--- config.mk ---
export PLATFORM = sky130hd
export DESIGN_NAME = svat_ctrl
export DESIGN_NICKNAME = d
export VERILOG_FILES = /design/src/hdl/svat_pkg.sv /design/src/hdl/svat_ctrl.sv
export SDC_FILE = /design/constraint.sdc
export NUM_CORES = 1
export LEC_CHECK = 0
export BUFFER_PORTS_ARGS = -buffer_cell sky130_fd_sc_hd__buf_2
export CORE_AREA = 2 2 39 41
export CTS_BUF_LIST = sky130_fd_sc_hd__clkbuf_8
export DETAILED_ROUTE_END_ITERATION = 8
export DIE_AREA = 0 0 41 43
export PLACE_DENSITY = 0.36
export SLEW_MARGIN = 5
export SYNTH_ARGS = -nofsm -noshare
export SYNTH_HDL_FRONTEND = slang
export SYNTH_SLANG_ARGS = --single-unit
--- constraint.sdc ---
create_clock -name clk -period 1.3 [get_ports clk]
set_clock_uncertainty 0.2 [all_clocks]
set_input_delay 0.065 -clock clk [delete_from_list [all_inputs] [get_ports clk]]
set_output_delay 0.065 -clock clk [all_outputs]
set_load 0.02 [all_outputs]
--- src/hdl/svat_pkg.sv ---
`default_nettype none
// ----------------------------------------------------------------------------
// svat_pkg: shared types and helpers for the sparse vector accumulate table
// Field widths, operation and status codes, item structs, controller
// state and the command/status structs between controller and datapath.
// ----------------------------------------------------------------------------
package svat_pkg;

	localparam int ID_BITS      = 48;
	localparam int COEFF_BITS   = 32;
	localparam int IDX_BITS     = 6;
	localparam int SLOT_BITS    = 6;
	localparam int STATUS_BITS  = 3;
	localparam int COUNT_BITS   = 7;
	localparam int DEF_CAPACITY = 64;

	typedef enum logic [1:0] {
		OP_ACCUM  = 2'd0,
		OP_INSERT = 2'd1,
		OP_READ   = 2'd2,
		OP_CLEAR  = 2'd3
	} op_t;

	typedef enum logic [STATUS_BITS-1:0] {
		RS_MATCHED  = 3'd0,
		RS_APPENDED = 3'd1,
		RS_FULL     = 3'd2,
		RS_READ_OK  = 3'd3,
		RS_READ_OOR = 3'd4
	} status_t;

	typedef struct packed {
		op_t                           opcode;
		logic [ID_BITS-1:0]            state_id;
		logic signed [COEFF_BITS-1:0]  coeff_re;
		logic signed [COEFF_BITS-1:0]  coeff_im;
		logic [IDX_BITS-1:0]           read_index;
	} in_item_t;

	typedef struct packed {
		status_t                       status;
		logic [SLOT_BITS-1:0]          slot;
		logic [ID_BITS-1:0]            entry_id;
		logic signed [COEFF_BITS-1:0]  entry_re;
		logic signed [COEFF_BITS-1:0]  entry_im;
		logic                          saturated;
		logic [COUNT_BITS-1:0]         entry_count;
	} out_item_t;

	// One stored entry as it sits in the table memory.
	typedef struct packed {
		logic [ID_BITS-1:0]            id;
		logic signed [COEFF_BITS-1:0]  re;
		logic signed [COEFF_BITS-1:0]  im;
	} entry_t;

	typedef enum logic [1:0] {
		S_IDLE   = 2'd0,
		S_SCAN   = 2'd1,
		S_FINISH = 2'd2
	} state_t;

	typedef struct packed {
		logic load;
		logic advance;
		logic mark_hit;
		logic emit;
	} ctrl_cmd_t;

	typedef struct packed {
		logic scan_end;
		logic id_hit;
	} ctrl_stat_t;

	typedef struct packed {
		logic                          clip;
		logic signed [COEFF_BITS-1:0]  val;
	} sat_res_t;

	// Saturating add of two signed values; clamps to the most positive or
	// most negative representable value and flags the clip.
	function automatic sat_res_t sat_add(input logic signed [COEFF_BITS-1:0] a,
			input logic signed [COEFF_BITS-1:0] b);
		logic signed [COEFF_BITS:0] s;
		sat_res_t r;
		s = {a[COEFF_BITS-1], a} + {b[COEFF_BITS-1], b};
		if (s[COEFF_BITS] != s[COEFF_BITS-1]) begin
			r.clip = 1'b1;
			r.val  = s[COEFF_BITS] ? {1'b1, {(COEFF_BITS-1){1'b0}}}
			                       : {1'b0, {(COEFF_BITS-1){1'b1}}};
		end else begin
			r.clip = 1'b0;
			r.val  = s[COEFF_BITS-1:0];
		end
		return r;
	endfunction

endpackage
`default_nettype wire

--- src/hdl/svat_ctrl.sv ---
`default_nettype none
// ----------------------------------------------------------------------------
// svat_ctrl: operation sequencer
// Accepts a transaction, steps the table scan and triggers the result.
// ----------------------------------------------------------------------------
module svat_ctrl (
	input  wire logic                clk,
	input  wire logic                arst_n,
	input  wire logic                start,
	input  wire svat_pkg::op_t       opcode,
	input  wire svat_pkg::ctrl_stat_t stat,
	output svat_pkg::ctrl_cmd_t      cmd,
	output logic                     busy
);
	import svat_pkg::*;

	state_t state_q;
	state_t state_d;

	always_ff @(posedge clk or negedge arst_n) begin
		if (!arst_n) begin
			state_q <= S_IDLE;
		end else begin
			state_q <= state_d;
		end
	end

	always_comb begin
		state_d = state_q;
		case (state_q)
			S_IDLE: begin
				if (start) begin
					state_d = (opcode inside {OP_READ, OP_CLEAR}) ? S_FINISH : S_SCAN;
				end
			end
			S_SCAN: begin
				if (stat.scan_end || stat.id_hit) begin
					state_d = S_FINISH;
				end
			end
			S_FINISH: state_d = S_IDLE;
			default:  state_d = S_IDLE;
		endcase
	end

	always_comb begin
		cmd  = '0;
		busy = 1'b1;
		case (state_q)
			S_IDLE: begin
				busy     = 1'b0;
				cmd.load = start;
			end
			S_SCAN: begin
				cmd.advance  = !stat.scan_end && !stat.id_hit;
				cmd.mark_hit = !stat.scan_end && stat.id_hit;
			end
			S_FINISH: cmd.emit = 1'b1;
			default: ;
		endcase
	end

endmodule
`default_nettype wire

==> flow_summary.yaml <==
routing:
  vias_per_cell: 3.750
  dr.first_iter.drc_count: 15
  ant_nets: 0
  vias: 195
  wire_per_inst_um: 9.673
  routed_wl_um: 503
  route.detailed.drc: 0
  firstDrtPassIters: 4
sta:
  hold_violations: 0
  fin_hold_ws_ps: 228.1
  fin_crit_sh_pct: 102.6
  layout_min_cycle_time_ps: 1333
  slew_viol_final: 0
  setup_viol_count_final: 2
  max_slew_margin_pct: 86.56
  fin_ws_ps: -33.43
  setup_tns_ps: -55.38
  rsz0062_at_grt: "yes"
  tightest_slew_ps: 201.6
  fmax_mhz: 749.9
finish:
  largestRegisters: "state_q: 2 flops"
  fin_nets: 45
  multi_input_area_um2: 92.59
  area_growth_pct: 189.1
  ff_latch_area_um2: 50.05
  diodes: 0
  top_register: "state_q"
  final_core_util_pct: 26.40
  largest_reg_flops: 2
  layout-drive-gt1-share_pct: 61.11
  final_cell_mix: "dlygate4sd3_1 (6), buf_2 (6), buf_6 (4)"
  n_fill_cell: 152
die:
  start_util_pct: 9.132
  dieArea_um2: 1763
  core_um2: 1384
  die_w_um: 41
  rows: 14
  die_y_um: 43
  io_pins: 12
cts:
  ctsLongestPathBuffers: 2
  cts_made_buffers: 3
  ctsRootBufferMaster: "clkbuf_8"
  tritoncts: "yes"
  cts_num_sinks: 2
  htreeDepth: 1
  clkTransAtPathRegs_ps: 30
  clkLatencyLatePin_ps: 210
critical_path:
  cp-start-kind: "register"
  cp.arrival_ps: 1070
  slowest_stage: "dfrtp_1"
  cp_data_required_time_ps: 1030
  slowest_delay_ps: 370
  worstSetupPathType: "reg2out"
  worstPathBufferInverterCount: 1
  critPathTopFamily: "flip-flops"
  worstPathCellList: "or2_4 -> nor2_4 -> buf_6"
  path_max_fanout: 3
  setup.worst_path.end_class: "primary output"
pwr:
  p_total_mw: 0.4790
  power_density_nw_per_um2: 1311
  p_leak_nw: 0.1718
  peakVddDrop_mv: 0.4698
grt:
  track_usage_pct: 7.028
  grt_first_pass_wirelength_um: 765
  grt_pass1_vias: 186
  grt_max_degree: 4
  antenna_found_initial: 0
  overflow: 0
synthesis:
  avgSynthCellArea_um2: 9.027
  synth_area_leaders: "dfrtp_1 (40%), o32ai_2 (13%), nor2_1 (8.9%)"
  ys_seq_area_share_pct: 39.60
  synth_cell_types: 11
  synth_top_area_share_pct: 39.60
  yosysWarnings: 0
  postSynthCellCount: 14
  synth-seq-cells: 2
  netlist.top_cell.by_area: "dfrtp_1"
  syn-num-nets: 21
  netlist_area_um2: 126.4
placed_design:
  place_congestion: 0.6179
  port_buffers: 10
  place_ws_ps: 90.12
job:
  cap_violations: 0
run_status:
  outcome: "finished, violations left"
  violations: "negative setup slack"
hold_path:
  hold_class: "in2out"
-- synth_stat cells --
master    count
nor2_1        3
dfrtp_1       2
inv_1         1
nand2_1       1
nand2b_1      1
nor2b_1       1
nor3b_1       1
o22ai_1       1
o32ai_2       1
or2_2         1
or2_4         1
-- where the power goes --
group          leakage (nW)  total, mW  switching [mW]  internal (mW)
clock                0.0216      0.241          0.0452          0.195
combinational         0.124      0.162          0.0698         0.0918
sequential           0.0261     0.0767         0.00600         0.0707
-- path summary, 6_finish.rpt --
path                                   startpoint                      to  slack (ps)  cells after the start
max in group asynchronous                  arst_n  state_q[0]$_DFFE_PN0P_         260                      3
hold / removal                            stat[1]                  cmd[1]         230                      3
setup / recovery           state_q[1]$_DFFE_PN0P_                  cmd[3]         -30                      3
min in group asynchronous                  arst_n  state_q[1]$_DFFE_PN0P_         520                      3
hold reg to reg            state_q[1]$_DFFE_PN0P_  state_q[1]$_DFFE_PN0P_         510                      3
setup reg to reg           state_q[1]$_DFFE_PN0P_  state_q[0]$_DFFE_PN0P_          20                      3
-- logic make-up after synthesis --
| group | synth area share (%) |
|---|---|
| compound gates | 17.83 |
| simple gates | 39.61 |
| flops | 39.61 |
| buf+inv | 2.967 |
-- final cells by class --
type,instances,area share (%)
well taps,16,5.479
clock buffers,3,11.30
multi-input cells,11,25.34
flip-flops and latches,2,13.70
inverters,1,1.027
repair buffers,19,43.15
-- metrics by stage --
| step | cell area [um^2] | std cells |
|---|---|---|
| after floorplan | 131.4 | 14 |
| after global placement | 201.4 | 40 |
| after detailed placement | 201.4 | 40 |
| after CTS | 352.8 | 52 |
| after global routing | 365.4 | 52 |
| final | 365.4 | 52 |
-- metal layers --
metal / up-vias / part of all wire, % / track usage [%]
li1: 93 / - / -
met1: 89 / 41 / 8.039
met2: 13 / 44 / 9.063
met3: 0 / 16 / 3.665
met4: 0 / 0 / 6.000
met5: - / 0 / 0
-- tightest hold or removal path, delay by kind of cell --
kind	cells	cell delay (ps)
buffers and inverters	2	260
and+or+nand+nor	1	40
-- repair_timing --
action / in CTS / in global routing
buffers inserted: 3 / 0
gates resized for setup: 8 / 4
endpoints found under the hold margin: 4 / 0
endpoints found under the setup margin: 3 / 5
pin swaps: 2 / 0
hold buffers: 6 / 0
No activity file was read; power rests on OpenSTA's default activity.
